==> src/rtl/assert_macros.svh <==
// assertion macros used by the rtl top level
`ifndef ASSERT_MACROS_SVH
`define ASSERT_MACROS_SVH
`ifndef SYNTH
`define ASSERT_IMPLIES(name, clk, rstn, ante, cons) \
  name: assert property (@(posedge clk) disable iff (!rstn) (ante) |-> (cons)) \
    else $error("implication check failed");
`define ASSERT_NEVER(name, clk, rstn, cond) \
  name: assert property (@(posedge clk) disable iff (!rstn) !(cond)) \
    else $error("forbidden condition seen");
`else
`define ASSERT_IMPLIES(name, clk, rstn, ante, cons)
`define ASSERT_NEVER(name, clk, rstn, cond)
`endif
`endif

==> src/rtl/tmcv_pkg.sv <==
// shared types and constants for the text mode character video block
`timescale 1ns / 1ps
package tmcv_pkg;

  localparam int TEXT_COLUMNS_DEF = 32;
  localparam int TEXT_ROWS_DEF    = 24;
  localparam int GLYPH_BYTES      = 1024;
  localparam int GLYPH_AW         = 10;
  localparam int STORE_AW         = 10;
  localparam int CFG_IW           = 1;
  localparam int COLOR_W          = 32;

  localparam logic [COLOR_W-1:0] INK_RESET   = 32'hffff_ffff;
  localparam logic [COLOR_W-1:0] PAPER_RESET = 32'hff00_0000;

  typedef enum logic [1:0] {
    KIND_SCREEN_WR = 2'd0,
    KIND_GLYPH_WR  = 2'd1,
    KIND_PIXEL     = 2'd2
  } kind_e;

  typedef enum logic [1:0] {
    OP_SCREEN_WR = 2'd0,
    OP_GLYPH_WR  = 2'd1,
    OP_PIXEL     = 2'd2
  } op_e;

  typedef enum logic [CFG_IW-1:0] {
    CFG_INK   = 1'b0,
    CFG_PAPER = 1'b1
  } cfg_reg_e;

  typedef struct packed {
    op_e                 op;
    logic [STORE_AW-1:0] addr;
    logic [7:0]          data;
  } entry_t;

endpackage

==> src/rtl/tmcv_if.sv <==
// valid/ready channel interfaces for input words and pixel words
`timescale 1ns / 1ps
interface tmcv_in_if;
  logic       valid;
  logic       ready;
  logic [1:0] kind;
  logic [9:0] store_address;
  logic [7:0] store_data;

  modport source (output valid, kind, store_address, store_data, input ready);
  modport sink (input valid, kind, store_address, store_data, output ready);
endinterface


==> src/rtl/tmcv_front.sv <==
// input word decode and two entry queue towards the display pipeline
`timescale 1ns / 1ps
module tmcv_front import tmcv_pkg::*; #(
  parameter int TEXT_COLUMNS = TEXT_COLUMNS_DEF,
  parameter int TEXT_ROWS    = TEXT_ROWS_DEF
) (
  input  logic   clk_i,
  input  logic   rst_ni,
  tmcv_in_if.sink in_i,
  input  logic   clearing_i,
  output logic   q_valid_o,
  input  logic   q_ready_i,
  output entry_t q_entry_o
);

  localparam int SCREEN_BYTES = TEXT_COLUMNS * TEXT_ROWS;

  entry_t     fifo_q [2];
  logic       wr_ptr_q, wr_ptr_d;
  logic       rd_ptr_q, rd_ptr_d;
  logic [1:0] count_q, count_d;
  logic       accept, keep, push, pop;
  entry_t     entry;

  always_comb begin
    entry.addr = in_i.store_address;
    entry.data = in_i.store_data;
    entry.op   = OP_PIXEL;
    keep       = 1'b0;
    case (in_i.kind)
      KIND_SCREEN_WR: begin
        entry.op = OP_SCREEN_WR;
        keep     = {2'b00, in_i.store_address} < 12'(SCREEN_BYTES);
      end
      KIND_GLYPH_WR: begin
        entry.op = OP_GLYPH_WR;
        keep     = 1'b1;
      end
      KIND_PIXEL: begin
        entry.op = OP_PIXEL;
        keep     = 1'b1;
      end
      default: keep = 1'b0;
    endcase
  end

  assign in_i.ready = !clearing_i && (count_q != 2'd2);
  assign accept     = in_i.valid && in_i.ready;
  assign push       = accept && keep;
  assign q_valid_o  = (count_q != 2'd0);
  assign pop        = q_valid_o && q_ready_i;
  assign q_entry_o  = fifo_q[rd_ptr_q];

  always_comb begin
    wr_ptr_d = push ? !wr_ptr_q : wr_ptr_q;
    rd_ptr_d = pop ? !rd_ptr_q : rd_ptr_q;
    count_d  = count_q;
    case ({push, pop})
      2'b10:   count_d = count_q + 2'd1;
      2'b01:   count_d = count_q - 2'd1;
      default: count_d = count_q;
    endcase
  end

  always_ff @(posedge clk_i or negedge rst_ni) begin
    if (!rst_ni) begin
      wr_ptr_q <= 1'b0;
      rd_ptr_q <= 1'b0;
      count_q  <= 2'd0;
    end else begin
      wr_ptr_q <= wr_ptr_d;
      rd_ptr_q <= rd_ptr_d;
      count_q  <= count_d;
    end
  end

  always_ff @(posedge clk_i) begin
    if (push) begin
      fifo_q[wr_ptr_q] <= entry;
    end
  end

endmodule

==> src/flat_wrapper.sv <==
// flat-port wrapper written by rule: the top's interface ports become plain ports
module tmcv_front_flat import tmcv_pkg::*;
#(
  parameter int TEXT_COLUMNS = TEXT_COLUMNS_DEF,
  parameter int TEXT_ROWS    = TEXT_ROWS_DEF
)
  (clk_i, rst_ni, clearing_i, q_valid_o, q_ready_i, q_entry_o, in_i_valid, in_i_kind, in_i_store_address, in_i_store_data, in_i_ready);
  tmcv_in_if in_i_i ();
  input  logic clk_i;
  input  logic rst_ni;
  input  logic clearing_i;
  output logic q_valid_o;
  input  logic q_ready_i;
  output entry_t q_entry_o;
  input wire logic [$bits(in_i_i.valid)-1:0] in_i_valid;
  input wire logic [$bits(in_i_i.kind)-1:0] in_i_kind;
  input wire logic [$bits(in_i_i.store_address)-1:0] in_i_store_address;
  input wire logic [$bits(in_i_i.store_data)-1:0] in_i_store_data;
  output wire logic [$bits(in_i_i.ready)-1:0] in_i_ready;
  assign in_i_i.valid = in_i_valid;
  assign in_i_i.kind = in_i_kind;
  assign in_i_i.store_address = in_i_store_address;
  assign in_i_i.store_data = in_i_store_data;
  assign in_i_ready = in_i_i.ready;
  tmcv_front #(.TEXT_COLUMNS(TEXT_COLUMNS), .TEXT_ROWS(TEXT_ROWS)) u_core (.clk_i(clk_i), .rst_ni(rst_ni), .in_i(in_i_i), .clearing_i(clearing_i), .q_valid_o(q_valid_o), .q_ready_i(q_ready_i), .q_entry_o(q_entry_o));
endmodule
==> config.mk <==
export PLATFORM = sky130hd
export DESIGN_NAME = tmcv_front_flat
export DESIGN_NICKNAME = d
export VERILOG_FILES = /design/src/rtl/assert_macros.svh /design/src/rtl/tmcv_pkg.sv /design/src/rtl/tmcv_if.sv /design/src/rtl/tmcv_front.sv /design/src/flat_wrapper.sv
export SDC_FILE = /design/constraint.sdc
export NUM_CORES = 1
export LEC_CHECK = 0
export ABC_AREA = 1
export BUFFER_PORTS_ARGS = -buffer_cell sky130_fd_sc_hd__buf_2
export CORE_MARGIN = 5
export CORE_UTILIZATION = 51
export DETAILED_ROUTE_END_ITERATION = 10
export GPL_TIMING_DRIVEN = 0
export PLACE_DENSITY = 0.78
export SYNTH_ARGS = -nofsm -noshare
export SYNTH_HDL_FRONTEND = slang
export SYNTH_SLANG_ARGS = --single-unit
==> constraint.sdc <==
create_clock -name clk_i -period 2.92 [get_ports clk_i]
set_clock_uncertainty 0.1 [all_clocks]
set_input_delay 0.292 -clock clk_i [delete_from_list [all_inputs] [get_ports clk_i]]
set_output_delay 0.292 -clock clk_i [all_outputs]
set_load 0.02 [all_outputs]
Word level (Yosys, flattened, before mapping)
Memory sizes are Yosys's and may differ from the RTL's.
Cells that the tools add are included.
- $add $sub $neg: 2
- $mul: 0
- divide/modulo/power cells: 0
- magnitude comparators: 1
- eq/ne operators: 5
- shift operators: 0
- multiplexer cells: 5
- bitwise operators: 0
- reduce and logical (&&, ||, !) cells: 11
- operator list (kind ; count):
    less-than comparator 10 bit (second input constant) ; 1
    case mux 2 bit (2 select lines) ; 2
    equality test 2 x 1 -> 1 bit (second input constant) ; 2
    equality test 2 bit (second input constant) ; 2
    logical AND 1 bit ; 4
    nonzero test 2 bit ; 2
    zero test 1 bit ; 3
    adder 2 x 1 -> 2 bit (second input constant) ; 1
    zero test 2 bit ; 1
    2-to-1 mux 1 bit ; 2
    != test 2 bit (second input constant) ; 1
    case mux 1 bit (2 select lines) ; 1
    OR reduction 2 bit ; 1
    subtractor 2 x 1 -> 2 bit (second input constant) ; 1
- flip-flop bits (word level): 4
- bits in latches: 0
- bits in writable memories: 40
- bits in read-only memories: 0
- bits of input ports: 25
- logic and storage cells: 28
- memories: 1
- memories (memory ; depth ; bits a word ; read ports ; clocked after memory_dff ; wr ports ; line ; source):
    u_core.fifo_q ; 2 ; 20 ; 1 ; 0 ; 1 ; tmcv_front.sv:18 ; entry_t fifo_q [2];

Longest topological paths before layout
Gate-level depths: netlist of run 1.
- depth after elaboration: 6
- mapped depth: 9
- gate-level depth less buffers: 9

Least setup slack after synthesis of run 1
Ideal clock, no wire load.
- path kind: input to register
- start: input port in_i_kind[1]
- end: memory u_core.fifo_q[1][0] (netlist bit) (enable)
- library setup time: 397 ps
- data arrival time: 1644 ps
- slack: 780 ps
- cell stages on the path: 6
- path buffers: 0
- path through: inv_1 > ha_1 > inv_1 > nand2_1 > nand2_2 > nor2_1
- cells in the longest elaborated chain, start to end: 6
- elaborated cells on any way between the ends: 8
- ends and longest elaborated chain (element ; line ; source):
    start, declared ; flat_wrapper.sv:16 ; input wire logic [$bits(in_i_i.kind)-1:0] in_i_kind;
    equality test 2 x 1 -> 1 bit or equality test 2 bit (tied branches) ; tmcv_front.sv:30 ; case (in_i.kind)
    OR reduction 2 bit (no line) ; n/a ;
    case mux 1 bit (2 select lines) * ; tmcv_front.sv:30 ;
    logical AND 1 bit * ; tmcv_front.sv:49 ; assign push = accept && keep;
    2-to-1 mux 1 bit * ; tmcv_front.sv:78 ; if (push) begin
    2-to-1 mux 1 bit (implied by the code) * ; tmcv_front.sv:79 ; fifo_q[wr_ptr_q] <= entry;
    end, declared ; tmcv_front.sv:18 ;
Mark *: on every way between the ends. The rest lies on a longest branch, timed or not.

Final worst setup path of run 1
- start: register u_core.count_q[0]
- end: memory u_core.fifo_q[0][16] (netlist bit) (enable)
- cells in the longest elaborated chain, start to end: 6
- ends and longest elaborated chain (element ; line ; source):
    start, declared ; tmcv_front.sv:21 ; logic [1:0] count_q, count_d;
    start signal, assigned ; tmcv_front.sv:73 ; count_q <= count_d;
    != test 2 bit ; tmcv_front.sv:47 ; assign in_i.ready = !clearing_i && (count_q != 2'd2);
    logical AND 1 bit ; tmcv_front.sv:47 ;
    logical AND 1 bit ; tmcv_front.sv:48 ; assign accept = in_i.valid && in_i.ready;
    logical AND 1 bit ; tmcv_front.sv:49 ;
    2-to-1 mux 1 bit ; tmcv_front.sv:78 ;
    2-to-1 mux 1 bit (implied by the code) ; tmcv_front.sv:79 ;
Every way passes these cells.

==> results of run 1 <==
through the flow:
stage	instance area [um^2]	cells	worst slack (ns)	total power [mW]	util (%)
after floorplan	1768	146	0.7798	1.245	-
after global placement	2056	238	0.2778	1.439	61.60
after detailed placement	2073	239	0.9010	1.476	62.13
after CTS	2160	248	1.084	1.825	64.72
after global routing	2170	249	0.9712	1.927	65.02
final	2170	249	1.107	1.811	65.02
where the power goes:
group | internal (mW) | total, mW | switching (mW)
logic | 0.215 | 0.672 | 0.457
registers | 0.755 | 0.786 | 0.0311
clock network | 0.180 | 0.353 | 0.174
total | 1.15 | 1.81 | 0.662
critical path, delay by kind of cell, from the launching register on:
| family | cells | cell delay (ns) |
|---|---|---|
| simple gates | 4 | 0.30 |
| buf+inv | 2 | 0.62 |
| flops | 1 | 0.42 |
layer usage:
layer | part of all wire, % | global-route usage, %
met1 | 39 | 16.38
met2 | 53 | 26.31
met3 | 6.2 | 3.890
met4 | 2.0 | 8.029
met5 | 0 | 0
what timing repair did:
| action | CTS | global route |
|---|---|---|
| hold buffers | 1 | 1 |
| gates resized for setup | 0 | 0 |
| hold endpoints to repair | 4 | 2 |
placed cells by master, fill, tap and decap left out, types with 2 or more instances in the layout:
cell type	n
buf_2	50
clkbuf_4	5
dfrtp_1	4
dlygate4sd3_1	2
edfxtp_1	40
ha_1	5
inv_1	11
nand2_1	69
nand2_2	3
xor2_1	2
cell type report:
cell class / instances / area [um^2] / area share, %
clock buffer: 6 / 41.29 / 1.903
buffer: 4 / 20.02 / 0.9227
timing repair buffer: 49 / 265.3 / 12.23
tap: 46 / 57.56 / 2.653
sequential: 44 / 1301 / 59.98
inverter: 12 / 45.04 / 2.076
clock inverter: 2 / 35.03 / 1.615
multi-input combinational: 86 / 404.1 / 18.63
logic make-up (layout without fill, tap and decap cells):
logic type,after synthesis,count (layout),synth area share [%]
compound gates,1,1,0.2828
fa+ha+maj,5,5,3.539
xor+xnor,3,3,1.486
buf+inv,16,73,3.680
simple gates,77,77,17.41
flops,44,44,73.60
sequential cells by signal (all words and copies together), names as in the netlist:
register	cells
u_core.count_q	2
u_core.rd_ptr_q	1
u_core.wr_ptr_q	1
u_core.fifo_q	40
worst max path at each step:
stage | from | end | depth (start not counted)
after floorplan | in_i_kind[1] | u_core.fifo_q[1][0]$_DFFE_PP_ | 6
after global placement | in_i_kind[0] | u_core.fifo_q[1][5]$_DFFE_PP_ | 7
after detailed placement | in_i_kind[0] | u_core.fifo_q[0][11]$_DFFE_PP_ | 7
after CTS | u_core.count_q[0]$_DFFE_PN0P_ | u_core.fifo_q[0][16]$_DFFE_PP_ | 6
after global routing | u_core.count_q[0]$_DFFE_PN0P_ | u_core.fifo_q[0][19]$_DFFE_PP_ | 6
final | u_core.count_q[0]$_DFFE_PN0P_ | u_core.fifo_q[0][16]$_DFFE_PP_ | 6
==> flow_summary.json, run 1 <==
{
  "nets": 232,
  "diodes": 0,
  "first_global_vias": 1143,
  "wl_um": 3176,
  "yosysWarnings": 0,
  "synth-main-ff-cell": "edfxtp_1",
  "synth_fp_nets": 176,
  "crit_top_cell": "nand2_2",
  "h-tree-depth": 2,
  "grt_max_degree": 21,
  "route.detailed.drc": 0,
  "cts_buffer_depth": 2,
  "rsz0062_at_grt": "false",
  "yosys-top-cells-area": "edfxtp_1 (68%), nand2_1 (15%), dfrtp_1 (5.7%), ha_1 (3.5%), inv_1 (2.3%)",
  "grt_antenna_before_repair": 0,
  "grt_usage_pct": 14.94,
  "clock-sinks": 44,
  "path_cells": "inv_2 > nand2_2 > nand2_2 > nor2_4 > nand3_1 > inv_1",
  "worstReg2RegStart": "u_core.count_q[0]$_DFFE_PN0P_",
  "mappedNetlistArea_um2": 1768,
  "synth_edf_count": 40,
  "hold_start": "in_i_store_data[6]",
  "cp.required_ns": 2.80,
  "crit_path_max_fanout": 20,
  "async_flop_share_pct": 9.091,
  "yosysMostFrequentCell": "nand2_1",
  "gp_congestion": 0.7006,
  "die_width_um": 68.88,
  "worstPathArrival_ns": 1.69,
  "fin_tns_setup_ns": 0,
  "rows": 21,
  "run_status": "finished clean",
  "max_cap_viol_count": 0,
  "cts_buffers": 5,
  "ir_worst_vdd_v": 0.0004329,
  "hold_class": "in2reg",
  "fmax_mhz": 551.5,
  "relSlewSlack_pct": 49.68,
  "wl_per_cell_um": 12.76,
  "cp_slowest_cell": "inv_1",
  "avgSynthCellArea_um2": 12.11,
  "cpPeakStageDelay_ns": 0.56,
  "crit_type": "reg2reg",
  "endpoint_kind": "flip-flop",
  "synth_cell_types": 15,
  "cts_tree": "yes",
  "vias": 1155,
  "antenna_left": 0,
  "yosysTopAreaCell": "edfxtp_1",
  "critPathLaunchType": "flip-flop",
  "worstSkewPairLatency_ns": 0.33,
  "regToRegSetupSlack_ns": 1.11,
  "holdPathStages": 1,
  "drt_iter0_markers": 58,
  "maxSlewViolCount": 0,
  "first_pass_iters": 4,
  "syn_to_final_growth_pct": 22.72,
  "hold_viol": 0,
  "setup_viol": 0,
  "die_h_um": 68.88,
  "hold_slack_ns": 0.02813,
  "yosys_register_bits": 44,
  "die-area_um2": 4744,
  "worst_r2r_endpoint": "u_core.fifo_q[0][16]$_DFFE_PP_",
  "tightestPinTransition_ns": 0.7540,
  "via_per_inst": 4.639,
  "syn_inst": 146,
  "p_leak_nw": 1.000,
  "dp_hpwl_um": 2335,
  "postCtsSetupBuffers": 0,
  "final.period_utilization_pct": 62.09,
  "synth_seq_area_share_pct": 73.60,
  "hold_end": "u_core.fifo_q[1][6]$_DFFE_PP_",
  "start_util_pct": 52.98,
  "clkTransAtPathRegs_ns": 0.12,
  "power_density_nw_per_um2": 834.7,
  "finalCriticalPeriod_ns": 1.813,
  "ys_top_cells_by_count": "nand2_1 (69), edfxtp_1 (40), inv_1 (11), ha_1 (5)",
  "fillers": 272,
  "ioPinCount": 47,
  "grt_pass1_wl_um": 4885,
  "overflow": 0,
  "yosysTopAreaCellShare_pct": 67.94,
  "core_um2": 3337,
  "cts_root_buf": "clkbuf_4",
  "drive_gt1_share_pct": 31.53,
  "ff2ff_path_depth": 6,
  "numPortBuffers": 46
}
Note: power is estimated with default switching activity, not from simulation.
==> inputs of run 2 (changes only) <==
==> constraint.sdc (replaced) <==
create_clock -name clk_i -period 1.7 [get_ports clk_i]
set_clock_uncertainty 0.1 [all_clocks]
set_input_delay 0.17 -clock clk_i [delete_from_list [all_inputs] [get_ports clk_i]]
set_output_delay 0.17 -clock clk_i [all_outputs]
set_load 0.02 [all_outputs]
==> run 2 against run 1 <==
Effect of this change: power is 77% higher; die area unchanged; final cell count is 7.6% higher; clock-buffer cell count stayed put; via count rose by 8.7%; flip-flop and latch count is the same; first-iteration DRC count rose by 19%; wire length grew 12%; sequential power is 70% higher; critical path depth rose by 4; register-to-register slack got worse by 1.0 ns.
==> flow_summary.json, run 2 (synthesized netlist as in run 1, its figures left out) <==
{
  "run_status": "finished clean",
  "max_cap_viol_count": 0,
  "endpoint_kind": "flip-flop",
  "antenna_left": 0,
  "clkTransAtPathRegs_ns": 0.11,
  "top_register": "u_core.fifo_q",
  "top_layer_used": "met4",
  "nets": 251,
  "reg.largest.list": "u_core.fifo_q: 40 flops, u_core.count_q: 2 flops",
  "hold_viol": 0,
  "fmax_mhz": 613.0,
  "ioPinCount": 47,
  "tightestPinTransition_ns": 0.3178,
  "setup_viol": 0,
  "cts_buffer_depth": 2,
  "worstSkewPairLatency_ns": 0.35,
  "ir_worst_vdd_v": 0.0009527,
  "first_pass_iters": 4,
  "cts_root_buf": "clkbuf_4",
  "worstReg2RegStart": "u_core.count_q[0]$_DFFE_PN0P_",
  "drive_gt1_share_pct": 31.08,
  "hold_class": "in2async",
  "regToRegSetupSlack_ns": 0.09,
  "cts_tree": "yes",
  "worstPathArrival_ns": 1.81,
  "numPortBuffers": 46,
  "clock-sinks": 44,
  "post-place-ws_ns": -0.2655,
  "route.detailed.drc": 0,
  "p_leak_nw": 1.071,
  "cts_buffers": 5,
  "first_global_vias": 1239,
  "grt_pass1_wl_um": 5375,
  "finalCriticalPeriod_ns": 1.631,
  "critPathLaunchType": "input pin",
  "hold_slack_ns": 0.03278,
  "final_cell_mix": "nand2_1 (69), buf_2 (48), edfxtp_1 (40), dlygate4sd3_1 (19), inv_1 (10)",
  "die_h_um": 68.88,
  "dp_hpwl_um": 2311,
  "wl_met1_um": 1370,
  "via_per_inst": 4.683,
  "worst_r2r_endpoint": "u_core.count_q[1]$_DFFE_PN0P_",
  "start_util_pct": 52.98,
  "die_width_um": 68.88,
  "grt_max_degree": 14,
  "maxSlewViolCount": 0,
  "relSlewSlack_pct": 78.76,
  "diodes": 0,
  "final_cells": 268,
  "overflow": 0,
  "total_power_mw": 3.209,
  "vias": 1255,
  "wl_per_cell_um": 13.24,
  "cp.required_ns": 1.88,
  "post-route-util_pct": 71.54,
  "core_um2": 3337,
  "ff2ff_path_depth": 9,
  "wl_um": 3548,
  "fin_ws_ns": 0.06855,
  "final.period_utilization_pct": 95.97,
  "layout_commonest_cell": "nand2_1",
  "grt_antenna_before_repair": 0,
  "die-area_um2": 4744,
  "gp_congestion": 0.6785,
  "rsz0062_at_grt": "true",
  "rows": 21,
  "wl_met2_um": 1920,
  "syn_to_final_growth_pct": 35.03,
  "dp_cells": 238,
  "fillers": 263,
  "h-tree-depth": 2,
  "grt_usage_pct": 16.57,
  "crit_path_max_fanout": 4,
  "drt_iter0_markers": 69,
  "largest_reg_flops": 40,
  "met3_wirelength_um": 192,
  "crit_type": "in2reg",
  "power_density_nw_per_um2": 1344
}
## run 2: worst max-delay path by stage
stage	start	to	slack (ns)	depth (start not counted)
finish	in_i_store_address[9]	u_core.count_q[1]$_DFFE_PN0P_	0.07	10
global placement	in_i_kind[0]	u_core.fifo_q[0][2]$_DFFE_PP_	-0.20	7
detailed placement	in_i_kind[0]	u_core.fifo_q[0][13]$_DFFE_PP_	-0.27	7
global route	u_core.count_q[0]$_DFFE_PN0P_	u_core.count_q[1]$_DFFE_PN0P_	-0.04	9
floorplan	u_core.count_q[0]$_DFFE_PN0P_	u_core.count_q[1]$_DFFE_PN0P_	0.09	8
CTS	u_core.count_q[0]$_DFFE_PN0P_	u_core.count_q[1]$_DFFE_PN0P_	0.002	9
## run 2: layout make-up
type / instances / area, um^2 / area share (%)
Sequential cell: 44 / 1301 / 54.51
Multi-Input combinational cell: 87 / 442.9 / 18.55
Tap cell: 46 / 57.56 / 2.411
Clock inverter: 2 / 35.03 / 1.468
Buffer: 4 / 25.02 / 1.048
Clock buffer: 6 / 41.29 / 1.730
Timing Repair inverter: 1 / 7.507 / 0.3145
Inverter: 12 / 48.80 / 2.044
Timing Repair Buffer: 66 / 427.9 / 17.92
## run 2: through the flow
step / cell area (um^2) / TNS [ns]
after global placement: 2063 / -5.193
after global routing: 2387 / -0.1299
after floorplan: 1775 / 0
final: 2387 / 0
after CTS: 2352 / 0
after detailed placement: 2063 / -7.408
## run 2: layer usage
metal  up-vias  track usage [%]
li1        620                -
met4         0            8.029
met1       590            17.75
met3         7            3.890
met2        38            30.36
met5         -                0
## run 2: critical path: stages
cell and delay [ns]:
dlygate4sd3_1 0.53, buf_2 0.14, nand2_1 0.06, nand2_1 0.04, nand2_1 0.13, nand2_4 0.12
ha_4 0.17, or2_1 0.21, nand2_1 0.09, xor2_1 0.15
## run 2: what timing repair did
item	in CTS	in global routing
gates cloned	2	0
endpoints found under the hold margin	40	0
hold buffers	19	0
setup buffers	0	1
resized for setup	3	7
endpoints found under the setup margin	40	35
## run 2: where the power goes
part           leakage (nW)  internal (mW)  switching [mW]
combinational         0.620          0.423           0.829
clock                0.0422          0.308           0.306
sequential            0.409           1.30          0.0477
total                  1.07           2.03            1.18
==> inputs of run 3 (changes only) <==
--- a/config.mk
+++ b/config.mk
@@ -7,7 +7,7 @@
 export LEC_CHECK = 0
 export ABC_AREA = 1
 export BUFFER_PORTS_ARGS = -buffer_cell sky130_fd_sc_hd__buf_2
-export CORE_MARGIN = 5
+export CORE_MARGIN = 2
 export CORE_UTILIZATION = 51
 export DETAILED_ROUTE_END_ITERATION = 10
 export GPL_TIMING_DRIVEN = 0
==> run 3 against run 2 <==
Effect of this change: clock-buffer cell count rose by 1; clock power fell by 25%; flip-flop and latch count did not move; die area fell by 17%; utilization fell by 0.86 points; via count fell by 1.2%; worst setup slack got worse by 0.0060 ns; highest routed layer unchanged.
==> flow_summary.json, run 3 (synthesized netlist as in run 1, its figures left out) <==
{
  "hold_viol": 0,
  "worstSkewPairLatency_ns": 0.35,
  "critPathLaunchType": "flip-flop",
  "diodes": 0,
  "final_area_um2": 2359,
  "dp_hpwl_um": 2065,
  "vias": 1240,
  "max_cap_viol_count": 0,
  "grt_pass1_wl_um": 5237,
  "hold_slack_ns": 0.02405,
  "fmax_mhz": 610.7,
  "route.detailed.drc": 0,
  "tightestPinTransition_ns": 0.3255,
  "top_register": "u_core.fifo_q",
  "first_pass_iters": 4,
  "maxSlewViolCount": 0,
  "die_h_um": 62.88,
  "setup_viol": 0,
  "layout_commonest_cell": "nand2_1",
  "crit_type": "reg2reg",
  "rows": 21,
  "rsz0062_at_grt": "true",
  "clock-sinks": 44,
  "numPortBuffers": 46,
  "drive_gt1_share_pct": 30.49,
  "gp_congestion": 0.7031,
  "run_status": "finished clean",
  "antenna_left": 0,
  "cts_buffers": 5,
  "placed_area_um2": 2063,
  "crit_path_max_fanout": 4,
  "cpPeakStageDelay_ns": 0.42,
  "h-tree-depth": 2,
  "ir_worst_vdd_v": 0.0008759,
  "cp_slowest_cell": "dfrtp_1",
  "syn_to_final_growth_pct": 33.40,
  "via_per_inst": 4.610,
  "cp.required_ns": 1.85,
  "relSlewSlack_pct": 78.25,
  "cts_root_buf": "clkbuf_4",
  "p_leak_nw": 1.056,
  "first_global_vias": 1253,
  "grt_usage_pct": 17.89,
  "start_util_pct": 52.98,
  "final_cell_mix": "nand2_1 (69), buf_2 (48), edfxtp_1 (40), dlygate4sd3_1 (19), inv_1 (10)",
  "cts_buffer_depth": 2,
  "wl_um": 3181,
  "hold_class": "in2reg",
  "die-area_um2": 3953,
  "wl_per_cell_um": 11.83,
  "die_width_um": 62.88,
  "path_cells": "inv_2 > nand2_2 > nand2_2 > nor2_4 > nand2_2 > ha_4 > a21oi_1 > nand2_1 > xor2_1",
  "core_um2": 3337,
  "reg.largest.list": "u_core.fifo_q: 40 flops, u_core.count_q: 2 flops",
  "grt_antenna_before_repair": 0,
  "endpoint_kind": "flip-flop",
  "power_density_nw_per_um2": 1294,
  "nets": 252,
  "overflow": 0,
  "crit_top_cell": "nand2_2",
  "crit_family": "simple AND/OR/NAND/NOR gates",
  "largest_reg_flops": 40,
  "path_buf_inv": 1,
  "final.period_utilization_pct": 96.32,
  "worstPathArrival_ns": 1.78,
  "drt_iter0_markers": 62,
  "ioPinCount": 47,
  "finalCriticalPeriod_ns": 1.637,
  "grt_max_degree": 14,
  "cts_tree": "yes",
  "clkTransAtPathRegs_ns": 0.11
}
run 3: cell count changes in the layout (fill, tap and decap cells not counted):
cell and change:
buf_4 +1, bufinv_16 -1, clkbuf_1 +1, nand2_2 +1, nand2_4 -1, nand3_1 +1
nand3_2 -1
run 3: worst paths after layout:
path | end | slack [ns] | start | cells after the start
max | u_core.count_q[1]$_DFFE_PN0P_ | 0.06 | u_core.count_q[0]$_DFFE_PN0P_ | 9
min | u_core.rd_ptr_q$_DFFE_PN0P_ | 0.02 | q_ready_i | 3
max reg2reg | u_core.count_q[1]$_DFFE_PN0P_ | 0.06 | u_core.count_q[0]$_DFFE_PN0P_ | 9
min reg2reg | u_core.wr_ptr_q$_DFFE_PN0N_ | 0.42 | u_core.wr_ptr_q$_DFFE_PN0N_ | 2
max in group asynchronous | u_core.rd_ptr_q$_DFFE_PN0P_ | 1.34 | rst_ni | 2
min in group asynchronous | u_core.count_q[1]$_DFFE_PN0P_ | 0.04 | rst_ni | 2
run 3: metrics by stage:
step	cells	worst slack, ns	setup TNS, ns	power, mW	util, %
2_1_floorplan	146	0.08631	0	2.146	-
3_3_place_gp	238	-0.1860	-4.727	2.476	61.83
3_5_place_dp	238	-0.2228	-6.043	2.515	61.83
4_1_cts	267	-0.01807	-0.1255	3.014	69.55
5_1_grt	269	-0.05130	-0.2660	3.240	70.68
6_report	269	0.06256	0	3.051	70.68
run 3: layer usage:
metal / part of all wire, % / wire length, um / track usage [%] / vias up
met5: 0 / 0 / 0 / -
met4: 1.0 / 33 / 9.167 / 0
met3: 5.3 / 168 / 4.324 / 3
met2: 53 / 1700 / 32.58 / 38
met1: 40 / 1280 / 19.01 / 577
li1: - / - / - / 622
run 3: worst min-delay path: cells and delay by family:
family	cells	cell delay (ns)
buffers and inverters	1	0.10
XOR/XNOR	1	0.07
AND/OR/NAND/NOR	1	0.10
run 3: report_power, final:
| group | leakage (nW) | total (mW) | internal (mW) | switching [mW] |
|---|---|---|---|---|
| logic | 0.618 | 1.25 | 0.436 | 0.809 |
| clock network | 0.0293 | 0.460 | 0.161 | 0.299 |
| registers | 0.409 | 1.35 | 1.30 | 0.0508 |
| total | 1.06 | 3.05 | 1.89 | 1.16 |
run 3: repair_timing:
item                                    in CTS  in global routing
gates resized for setup                      2                  6
cloned                                       2                  0
endpoints found under the hold margin       40                  0
pin swaps                                    0                  0
setup buffers                                0                  2
hold buffers                                19                  0
endpoints found under the setup margin      40                 51
run 3: cell type report:
cell class	count	area, um^2
timing repair buffer	67	435.4
inverter	12	48.80
multi-input combinational	87	432.9
sequential	44	1301
clock inverter	1	5.005
fill	253	978.4
timing repair inverter	1	7.507
tap	46	57.56
buffer	4	25.02
clock buffer	7	45.04
